### config.mk
export PLATFORM = sky130hd
export DESIGN_NAME = command_string_parser_top
export DESIGN_NICKNAME = d
export VERILOG_FILES = /design/src/sv/cmdp_pkg.sv /design/src/sv/cmdp_core.sv /design/src/sv/command_string_parser_top.sv
export SDC_FILE = /design/constraint.sdc
export NUM_CORES = 1
export LEC_CHECK = 0
export BUFFER_PORTS_ARGS = -buffer_cell sky130_fd_sc_hd__buf_2
export CORE_AREA = 4 4 72 141
export CTS_CLUSTER_DIAMETER = 80
export DETAILED_ROUTE_END_ITERATION = 10
export DIE_AREA = 0 0 76 145
export PLACE_DENSITY = 0.85
export SYNTH_ARGS = -nofsm -noshare
export SYNTH_HDL_FRONTEND = slang
export SYNTH_SLANG_ARGS = --single-unit
### constraint.sdc
create_clock -name i_clk -period 8.5 [get_ports i_clk]
set_input_delay 1.7 -clock i_clk [delete_from_list [all_inputs] [get_ports i_clk]]
set_output_delay 1.7 -clock i_clk [all_outputs]
set_load 0.005 [all_outputs]
### src/sv/cmdp_pkg.sv
`timescale 1ns / 1ps
// ----------------------------------------------------------------------------
// cmdp_pkg
// Shared types, constants and helpers of the command string parser.
// ----------------------------------------------------------------------------
package cmdp_pkg;

    // value store capacity; at most VALUE_CAP-1 value bytes are kept
    localparam int VALUE_CAP = 32;
    localparam int CNT_W     = $clog2(VALUE_CAP);

    localparam int NUM_W     = 17;
    localparam int LEN_W     = 5;
    localparam int STAT_W    = 4;

    localparam logic [NUM_W-1:0] NUM_MAX    = NUM_W'(99999);
    localparam logic [2:0]       MAX_DIGITS = 3'd6;

    localparam logic [7:0] CH_NUL    = 8'h00;
    localparam logic [7:0] CH_HASH   = 8'h23;  // '#'
    localparam logic [7:0] CH_QUERY  = 8'h3F;  // '?'
    localparam logic [7:0] CH_DOLLAR = 8'h24;  // '$'
    localparam logic [7:0] CH_ZERO   = 8'h30;  // '0'
    localparam logic [7:0] CH_NINE   = 8'h39;  // '9'

    // verdict status codes
    localparam logic [STAT_W-1:0] ST_EMPTY       = 4'd0;
    localparam logic [STAT_W-1:0] ST_QUERY_NOVAL = 4'd1;
    localparam logic [STAT_W-1:0] ST_ACTION      = 4'd2;
    localparam logic [STAT_W-1:0] ST_BAD_CMD     = 4'd3;
    localparam logic [STAT_W-1:0] ST_BAD_SYMBOL  = 4'd4;
    localparam logic [STAT_W-1:0] ST_BAD_ACTION  = 4'd5;
    localparam logic [STAT_W-1:0] ST_BAD_NUMBER  = 4'd6;
    localparam logic [STAT_W-1:0] ST_QUERY_VAL   = 4'd7;
    localparam logic [STAT_W-1:0] ST_BAD_QVAL    = 4'd8;
    localparam logic [STAT_W-1:0] ST_NO_END      = 4'd9;

    typedef enum logic [1:0] {
        PH_DIGITS = 2'd0,
        PH_VALUE  = 2'd1,
        PH_SKIP   = 2'd2
    } t_phase;

    typedef struct packed {
        logic              is_verdict;
        logic [STAT_W-1:0] status;
        logic [NUM_W-1:0]  cmd_number;
        logic              is_query;
        logic [LEN_W-1:0]  value_length;
        logic [7:0]        value_char;
        logic [LEN_W-1:0]  value_pos;
    } t_result;

    // fit a value counter into the 5-bit result fields
    function automatic logic [LEN_W-1:0] to_len(input logic [CNT_W-1:0] cnt);
        logic [31:0] wide;
        wide = 32'(cnt);
        return wide[LEN_W-1:0];
    endfunction

endpackage

### src/sv/cmdp_core.sv
`timescale 1ns / 1ps
// ----------------------------------------------------------------------------
// cmdp_core
// Parse state and per-byte decode; one byte per step, at most one result.
// ----------------------------------------------------------------------------
module cmdp_core (
    input  logic             i_clk,
    input  logic             i_rst_n,
    input  logic             i_step,
    input  logic [7:0]       i_byte,
    output logic             o_res_valid,
    output cmdp_pkg::t_result o_res
);
    import cmdp_pkg::*;

    t_phase           r_phase,    n_phase;
    logic [2:0]       r_dcount,   n_dcount;
    logic [NUM_W-1:0] r_number,   n_number;
    logic             r_query,    n_query;
    logic [CNT_W-1:0] r_vcount,   n_vcount;
    logic             r_first_dig, n_first_dig;

    logic             w_is_digit;
    logic             w_is_nul;
    logic             w_is_sym;
    logic [2:0]       w_dcount_inc;
    logic [NUM_W+3:0] w_product;
    logic             w_room;
    logic [STAT_W-1:0] w_end_status;

    assign w_is_digit   = i_byte inside {[CH_ZERO:CH_NINE]};
    assign w_is_nul     = (i_byte == CH_NUL);
    assign w_is_sym     = (i_byte == CH_HASH) || (i_byte == CH_QUERY);
    assign w_dcount_inc = r_dcount + 3'd1;
    assign w_product    = (NUM_W+4)'(r_number) * (NUM_W+4)'(10)
                        + (NUM_W+4)'(i_byte - CH_ZERO);
    assign w_room       = (r_vcount < CNT_W'(VALUE_CAP - 1));

    always_comb begin
        if (!r_query) begin
            w_end_status = (r_vcount == '0) ? ST_BAD_ACTION : ST_ACTION;
        end else if (r_vcount == '0) begin
            w_end_status = ST_QUERY_NOVAL;
        end else if (!r_first_dig || r_vcount != CNT_W'(1)) begin
            w_end_status = ST_BAD_QVAL;
        end else begin
            w_end_status = ST_QUERY_VAL;
        end
    end

    // next state
    always_comb begin
        logic new_cmd;
        new_cmd     = 1'b0;
        n_phase     = r_phase;
        n_dcount    = r_dcount;
        n_number    = r_number;
        n_query     = r_query;
        n_vcount    = r_vcount;
        n_first_dig = r_first_dig;
        case (r_phase)
            PH_DIGITS: begin
                if (w_is_digit) begin
                    n_dcount = w_dcount_inc;
                    if (w_dcount_inc >= MAX_DIGITS) begin
                        n_phase = PH_SKIP;
                    end else if (w_product > (NUM_W+4)'(NUM_MAX)) begin
                        n_number = NUM_MAX;
                    end else begin
                        n_number = w_product[NUM_W-1:0];
                    end
                end else if (r_dcount == 3'd0 || !w_is_sym) begin
                    if (w_is_nul) new_cmd = 1'b1;
                    else          n_phase = PH_SKIP;
                end else begin
                    n_query     = (i_byte == CH_QUERY);
                    n_vcount    = '0;
                    n_first_dig = 1'b0;
                    n_phase     = PH_VALUE;
                end
            end
            PH_VALUE: begin
                if (w_is_nul) begin
                    new_cmd = 1'b1;
                end else if (i_byte == CH_DOLLAR) begin
                    n_phase = PH_SKIP;
                end else if (w_room) begin
                    if (r_vcount == '0) n_first_dig = w_is_digit;
                    n_vcount = r_vcount + CNT_W'(1);
                end
            end
            PH_SKIP: begin
                if (w_is_nul) new_cmd = 1'b1;
            end
            default: begin
                new_cmd = 1'b1;
            end
        endcase
        if (new_cmd) begin
            n_phase     = PH_DIGITS;
            n_dcount    = 3'd0;
            n_number    = '0;
            n_query     = 1'b0;
            n_vcount    = '0;
            n_first_dig = 1'b0;
        end
    end

    // result
    always_comb begin
        o_res_valid = 1'b0;
        o_res       = '0;
        case (r_phase)
            PH_DIGITS: begin
                if (w_is_digit) begin
                    if (w_dcount_inc >= MAX_DIGITS) begin
                        o_res_valid      = 1'b1;
                        o_res.is_verdict = 1'b1;
                        o_res.status     = ST_BAD_NUMBER;
                    end
                end else if (r_dcount == 3'd0) begin
                    o_res_valid      = 1'b1;
                    o_res.is_verdict = 1'b1;
                    o_res.status     = w_is_nul ? ST_EMPTY : ST_BAD_CMD;
                end else if (!w_is_sym) begin
                    o_res_valid      = 1'b1;
                    o_res.is_verdict = 1'b1;
                    o_res.status     = ST_BAD_SYMBOL;
                    o_res.cmd_number = r_number;
                end
            end
            PH_VALUE: begin
                if (w_is_nul || i_byte == CH_DOLLAR) begin
                    o_res_valid        = 1'b1;
                    o_res.is_verdict   = 1'b1;
                    o_res.status       = w_is_nul ? ST_NO_END : w_end_status;
                    o_res.cmd_number   = r_number;
                    o_res.is_query     = r_query;
                    o_res.value_length = to_len(r_vcount);
                end else if (w_room) begin
                    o_res_valid      = 1'b1;
                    o_res.cmd_number = r_number;
                    o_res.is_query   = r_query;
                    o_res.value_char = i_byte;
                    o_res.value_pos  = to_len(r_vcount);
                end
            end
            default: begin
                o_res_valid = 1'b0;
            end
        endcase
        if (!i_step) o_res_valid = 1'b0;
    end

    always_ff @(posedge i_clk) begin
        if (!i_rst_n) begin
            r_phase     <= PH_DIGITS;
            r_dcount    <= 3'd0;
            r_number    <= '0;
            r_query     <= 1'b0;
            r_vcount    <= '0;
            r_first_dig <= 1'b0;
        end else if (i_step) begin
            r_phase     <= n_phase;
            r_dcount    <= n_dcount;
            r_number    <= n_number;
            r_query     <= n_query;
            r_vcount    <= n_vcount;
            r_first_dig <= n_first_dig;
        end
    end

endmodule

### src/sv/command_string_parser_top.sv
`timescale 1ns / 1ps
// ----------------------------------------------------------------------------
// command_string_parser_top
// Byte-wide command text parser: echoes value bytes and gives one verdict
// per command.
// ----------------------------------------------------------------------------
//  channel   direction  handshake           payload
//  input     in         i_valid / o_ready   i_cmd_byte
//  result    out        o_valid / i_ready   o_is_verdict .. o_value_pos
//
//  one byte per cycle sustained while i_ready is high; a byte is held in
//  the input register and its result (if any) is then registered in the
//  result register; the rate is set by the parse state update in cmdp_core
//  synchronous active-low reset clears the parse state and both valids
//  a stalled result holds both stages; o_ready follows i_ready combinationally
//  while both registers are full, so no transaction is dropped while stalled
// ----------------------------------------------------------------------------
module command_string_parser_top (
    input  logic                          i_clk,
    input  logic                          i_rst_n,
    input  logic                          i_valid,
    output logic                          o_ready,
    input  logic [7:0]                    i_cmd_byte,
    output logic                          o_valid,
    input  logic                          i_ready,
    output logic                          o_is_verdict,
    output logic [cmdp_pkg::STAT_W-1:0]   o_status,
    output logic [cmdp_pkg::NUM_W-1:0]    o_cmd_number,
    output logic                          o_is_query,
    output logic [cmdp_pkg::LEN_W-1:0]    o_value_length,
    output logic [7:0]                    o_value_char,
    output logic [cmdp_pkg::LEN_W-1:0]    o_value_pos
);
    import cmdp_pkg::*;

    // input register
    logic       r_in_valid;
    logic [7:0] r_in_byte;

    // result register
    logic       r_out_valid;
    t_result    r_out;

    logic       w_advance;   // result slot can take a new value
    logic       w_step;      // held byte is parsed this cycle
    logic       w_res_valid;
    t_result    w_res;

    assign w_advance = !r_out_valid || i_ready;
    assign w_step    = r_in_valid && w_advance;
    assign o_ready   = !r_in_valid || w_advance;

    cmdp_core u_core (
        .i_clk       (i_clk),
        .i_rst_n     (i_rst_n),
        .i_step      (w_step),
        .i_byte      (r_in_byte),
        .o_res_valid (w_res_valid),
        .o_res       (w_res)
    );

    // input stage: take a byte when the register is empty or the held one moves on
    always_ff @(posedge i_clk) begin
        if (!i_rst_n) begin
            r_in_valid <= 1'b0;
        end else if (o_ready) begin
            r_in_valid <= i_valid;
        end
    end

    always_ff @(posedge i_clk) begin
        if (o_ready && i_valid) begin
            r_in_byte <= i_cmd_byte;
        end
    end

    // result stage: bytes without a result leave the slot empty
    always_ff @(posedge i_clk) begin
        if (!i_rst_n) begin
            r_out_valid <= 1'b0;
        end else if (w_advance) begin
            r_out_valid <= w_res_valid;
        end
    end

    always_ff @(posedge i_clk) begin
        if (w_advance && w_res_valid) begin
            r_out <= w_res;
        end
    end

    assign o_valid        = r_out_valid;
    assign o_is_verdict   = r_out.is_verdict;
    assign o_status       = r_out.status;
    assign o_cmd_number   = r_out.cmd_number;
    assign o_is_query     = r_out.is_query;
    assign o_value_length = r_out.value_length;
    assign o_value_char   = r_out.value_char;
    assign o_value_pos    = r_out.value_pos;

endmodule

## Word-level counts from Yosys, hierarchy flattened

Cells that the tools add are included.
Widths: inputs -> output; s select.

| storage, ports and cells | value |
|---|---|
| flip-flop bits (word level) | 80 |

| cells by class | value |
|---|---|
| add/subtract/negate cells | 4 |
| multiply operators | 1 |
| $lt $le $gt $ge | 5 |
| eq/ne operators | 18 |
| multiplexer cells | 63 |
| bitwise gates (word level) | 2 |
| reduce and logical (&&, ||, !) cells | 30 |

Operators with widths:

| cell | count |
|---|---|
| $mux 17 | 7 |
| $mux 5 | 10 |
| $pmux 22 s2 | 1 |
| $mux 18 | 2 |
| $eq 8x6->1 const B | 3 |
| $mux 22 | 1 |
| $add 21x21->21 | 1 |
| $gt 21x17->1 const B | 1 |
| $mux 1 | 21 |
| $mul 17x3->20 const B | 1 |
| $mux 2 | 8 |
| $mux 4 | 4 |
| $mux 3 | 4 |
| $ne 3x3->1 const B | 4 |
| $pmux 5 s2 | 1 |
| $ne 3x1->1 const B | 3 |
| $sub 8x6->9 const B | 1 |
| $ge 8x6->1 const B | 1 |
| $le 8x6->1 const B | 1 |
| $logic_not 8->1 | 1 |
| $reduce_and 4->1 | 2 |
| $reduce_and 8->1 | 1 |
| $reduce_and 7->1 | 1 |
| $logic_or 1x1->1 | 6 |
| other kinds (25) | 37 |

## Logic depth before layout (Yosys ltp)

| depth | value |
|---|---|
| word-level depth | 9 |
| gate-level depth with buffers | 22 |
| mapped depth without buffers | 21 |

## Modules after synthesis

A second synthesis with hierarchy kept.

| unflattened totals | value |
|---|---|
| cell total of the unflattened synthesis | 565 |
| area total of the unflattened synthesis | 5535.3 um2 |

By module, submodules not included:

| module | instances | cells an instance | area each (um2) | seq. area each (um2) |
|---|---|---|---|---|
| cmdp_core | 1 | 506 | 3963.8 | 580.6 |
| command_string_parser_top | 1 | 59 | 1571.5 | 1511.4 |

## Worst setup path before layout

No wires, ideal clock.

| timing path | value |
|---|---|
| path type | input to register |
| start | input i_ready |
| end | register r_out (netlist bit o_cmd_number[0]), enable pin |
| library setup time | 0.455 ns |
| arrival | 4.096 ns |
| data required time | 8.045 ns |
| setup slack | 3.950 ns |
| cell stages on the path | 3 |
| buffers on the path | 0 |
| cells stage by stage | nor2b_1 nand2b_1 a21oi_1 |

| on the way | value |
|---|---|
| longest elaborated chain between the ends | 4 |

Ends and longest elaborated chain:

| element | RTL line | RTL |
|---|---|---|
| start: declaration | command_string_parser_top.sv:25 | `input logic i_ready,` |
| $logic_or 1x1->1 (*) | command_string_parser_top.sv:49 | `assign w_advance = !r_out_valid \|\| i_ready;` |
| $logic_and 1x1->1 | command_string_parser_top.sv:50 | `assign w_step = r_in_valid && w_advance;` |
| $mux 1 | cmdp_core.sv:152 | `if (!i_step) o_res_valid = 1'b0;` |
| $logic_and 1x1->1 (*) | command_string_parser_top.sv:87 | `if (w_advance && w_res_valid) begin` |
| end signal: assignment | command_string_parser_top.sv:88 | `r_out <= w_res;` |
| end: declaration | command_string_parser_top.sv:42 | `t_result r_out;` |

Every way passes the cells marked *; elsewhere a longest branch is shown, timed or not.
A chain may end at the register's enable or synchronous reset.

## Worst setup path after layout

| timing path | value |
|---|---|
| start | register u_core.r_number[2] |
| end | register u_core.r_number[9] |

| on the way | value |
|---|---|
| longest elaborated chain between the ends | 8 |

Ends and longest elaborated chain:

| element | RTL line | RTL |
|---|---|---|
| start: declaration | cmdp_core.sv:18 | `logic [NUM_W-1:0] r_number, n_number;` |
| start signal: assignment | cmdp_core.sv:166 | `r_number <= n_number;` |
| $mul 17x3->20 (*) | cmdp_core.sv:35 | `assign w_product = (NUM_W+4)'(r_number) * (NUM_W+4)'(10)` |
| $add 21x21->21 (*) | cmdp_core.sv:36 | `+ (NUM_W+4)'(i_byte - CH_ZERO);` |
| $gt 21x17->1 | cmdp_core.sv:67 | `end else if (w_product > (NUM_W+4)'(NUM_MAX)) begin` |
| $mux 17 (*) | cmdp_core.sv:67 |  |
| $mux 17 (*) | cmdp_core.sv:65 | `if (w_dcount_inc >= MAX_DIGITS) begin` |
| $mux 17 (*) | cmdp_core.sv:63 | `if (w_is_digit) begin` |
| $mux 17 (*) | cmdp_core.sv:61 | `case (r_phase)` |
| $mux 17 (*) | cmdp_core.sv:99 | `if (new_cmd) begin` |

Every way passes the cells marked *; elsewhere a longest branch is shown, timed or not. The select of a mux whose other input is x is not followed.

==> reports/metrics.yaml <==
clock_tree:
  postCtsResizedCells: 0
  cts_tree: "built"
  cts_hold_buf: 0
  clock-sinks: 80
  htreeDepth: 3
  post_cts_buffers: 0
  clk_path_buf_depth: 2
  cts_root_buffer: "clkbuf_16"
  cts_buffers: 9
  clk_latency_ns: 0.34
  clk_pin_slew_ns: 0.06
yosys:
  synth_top_cell_area_share_pct: 25.3
  synth.largest_area_cell: "edfxtp_1"
  synth_edf_count: 49
  async_flop_share_pct: 0
  synth.distinct_cells: 82
  postSynthAreaPerCell_um2: 9.69
  ys_seq_area_share_pct: 36.0
  yosysWarnings: 0
  ys_ff_latch: 80
  synthFlopType: "edfxtp_1"
  syn_nets: 675
  syn_area_um2: 5810
  postSynthCellCount: 600
  synth_area_leaders: "edfxtp_1, ha_1, dfxtp_1"
die:
  num_io_pins: 55
  die_x_um: 76
  rows: 49
  initial_core_util_pct: 64.5
  fp.coreArea_um2: 9010
  die_area_um2: 11000
  fp.dieH_um: 145
cells_and_area:
  fin_nets: 724
  regArea_um2: 2090
  drive_gt1_share_pct: 16.2
  utilization_pct: 71.7
  final_cell_count_no_fill: 756
  multi_input_area_um2: 3530
  fillers: 680
  num_antenna_cells: 0
  areaGrowthSynthToFinish_pct: 11.1
run_status:
  outcome: "finished clean"
global_routing:
  track_usage_pct: 26.1
  grt_pass1_wl_um: 23600
  overflow: 0
  grt_max_degree: 43
  antenna_found_initial: 0
  grt_pass1_vias: 5199
critical_path:
  path_max_fanout: 10
  crit_path_end_kind: "flop"
  slowest_stage: "and2_1"
  path_cells: "ha_1, ha_1, a21o_1, a21oi_1, o21bai_1, a21oi_1, o311ai_0, o41a_1, xor2_1, ha_1, nand2_1, or3_1, o21ai_0, xor2_1, a211oi_4, and2_1, a311oi_2"
  critPathRequiredTime_ns: 8.69
  crit_type: "reg2reg"
  cp-start-kind: "flop"
  crit_buf_inv: 0
  arrival_ns: 5.24
  crit_top_cell: "ha_1"
  max_stage_delay_ns: 0.52
  critPathTopFamily: "compound AO/OA/AOI/OAI gates"
power:
  p_leak_uw: 0.00278
  ir_drop_mv: 0.104
  powerDensity_nw_per_um2: 147
timing:
  worst_pin_slew_ns: 0.793
  drv_slew: 0
  clock_skew_ns: 0.00711
  fin_crit_sh_pct: 59.4
  max_freq_ghz: 0.198
  timing.hold.ws_ns: 0.519
  maxSlewHeadroom_pct: 46.7
  setup_viol: 0
  rsz0062_at_grt: "no"
  fin_crit_ns: 5.05
  hold_viol: 0
  setup_tns_ns: 0
placement:
  dp_hpwl_um: 11600
  place_congestion: 0.881
  portBuffers: 54
  dp.cells: 740
detailed_routing:
  routed_wl_um: 14800
  antenna_left: 0
  vias_per_cell: 6.61
  dr.first_iter.drc_count: 330
  drt_first_pass_iters: 5
  dr_total_vias: 4997
  drc: 0
  wire_per_inst_um: 19.6
min_path:
  hp-class: "reg2reg"
flow_run:
  maxCapViolations: 0
[metal layers]
metal  global-route usage (%)  vias to the layer above  part of all wire [%]
met5                        0                        -                     0
met4                     19.5                        0                   6.3
met3                     3.29                       71                   3.6
met2                     51.0                      196                    57
met1                     22.8                     2392                    33
li1                         -                     2338                     -
[cell usage in the layout (no fill, tap or decap), drive strengths merged, types with 19 or more instances in the layout]
cell type | Yosys | layout
a21oi | 53 | 53
and2 | 32 | 32
buf | 12 | 58
dfxtp | 31 | 31
edfxtp | 49 | 49
ha | 61 | 61
inv | 21 | 21
nand2 | 34 | 34
nor2 | 48 | 48
o21ai | 25 | 25
xnor2 | 19 | 19
[per-stage QoR]
stage	setup slack [ns]	total power, uW	cell area, um2
4_1_cts	3.52	951	6460
3_5_place_dp	3.52	541	6130
5_1_grt	3.24	979	6460
2_1_floorplan	3.95	510	5810
3_3_place_gp	3.67	537	6130
6_report	3.45	949	6460
[cell type report]
cell class	instances	area share, %
clock inverters	3	1.01
multi-input cells	478	54.7
repair buffers	58	4.65
clock buffers	13	4.03
flip-flops and latches	80	32.4
inverters	22	1.28
well taps	102	1.98
[synthesized netlist by cell type (3+ instances only)]
cell type / count
a211oi_1: 3
nand2b_1: 7
nor2_1: 47
mux2i_1: 4
xnor2_1: 19
or4_1: 3
o22ai_1: 5
ha_1: 61
or3_1: 3
a21oi_1: 51
and3_1: 14
buf_2: 6
o21a_1: 7
edfxtp_1: 49
inv_1: 21
nor4_1: 4
o211ai_1: 4
a21o_1: 12
o21bai_1: 4
and4_1: 3
xor2_1: 14
nand3_1: 16
nor3_1: 7
a311oi_2: 8
nand2_1: 33
o21ai_0: 17
o31ai_1: 6
mux2_2: 4
a22o_1: 3
a211o_1: 3
and2_1: 32
a31oi_1: 8
nand4_1: 6
dfxtp_1: 31
nor2b_1: 13
buf_6: 4
clkbuf_1: 8
o21ai_1: 7
[worst paths after layout]
check	slack, ns	endpoint	start	cells after the start
worst max-delay path	3.45	u_core.r_number[9]$_SDFFE_PN0P_	u_core.r_number[2]$_SDFFE_PN0P_	17
worst min-delay path	0.52	u_core.r_number[15]$_SDFFE_PN0P_	u_core.r_number[15]$_SDFFE_PN0P_	1
worst max register to register	3.45	u_core.r_number[9]$_SDFFE_PN0P_	u_core.r_number[2]$_SDFFE_PN0P_	17
worst min register to register	0.52	u_core.r_number[15]$_SDFFE_PN0P_	u_core.r_number[15]$_SDFFE_PN0P_	1
[report_power, final]
part	switching, uW	internal (uW)	total, uW
clock network	142	273	415
registers	8.38	425	433
logic	64.5	36.6	101
total	215	734	949
[cells by family after synthesis]
group                      synth area share, %
muxes                                     1.66
and+or+nand+nor                           18.4
AOI/OAI and AO/OA                         21.7
buffers and inverters                     3.49
xor gates and xnor gates                  4.97
adders and majority gates                 13.8
DFF                                       36.0
[sequential cells by signal (all words and copies together), names as in the netlist, 2 cells and up]
signal	flops
u_core.r_dcount	3
o_status	4
u_core.r_phase	2
o_value_char	8
o_value_pos	5
o_value_length	5
u_core.r_vcount	5
o_cmd_number	17
r_in_byte	8
u_core.r_number	17
Power figures use the tool's default switching activity.
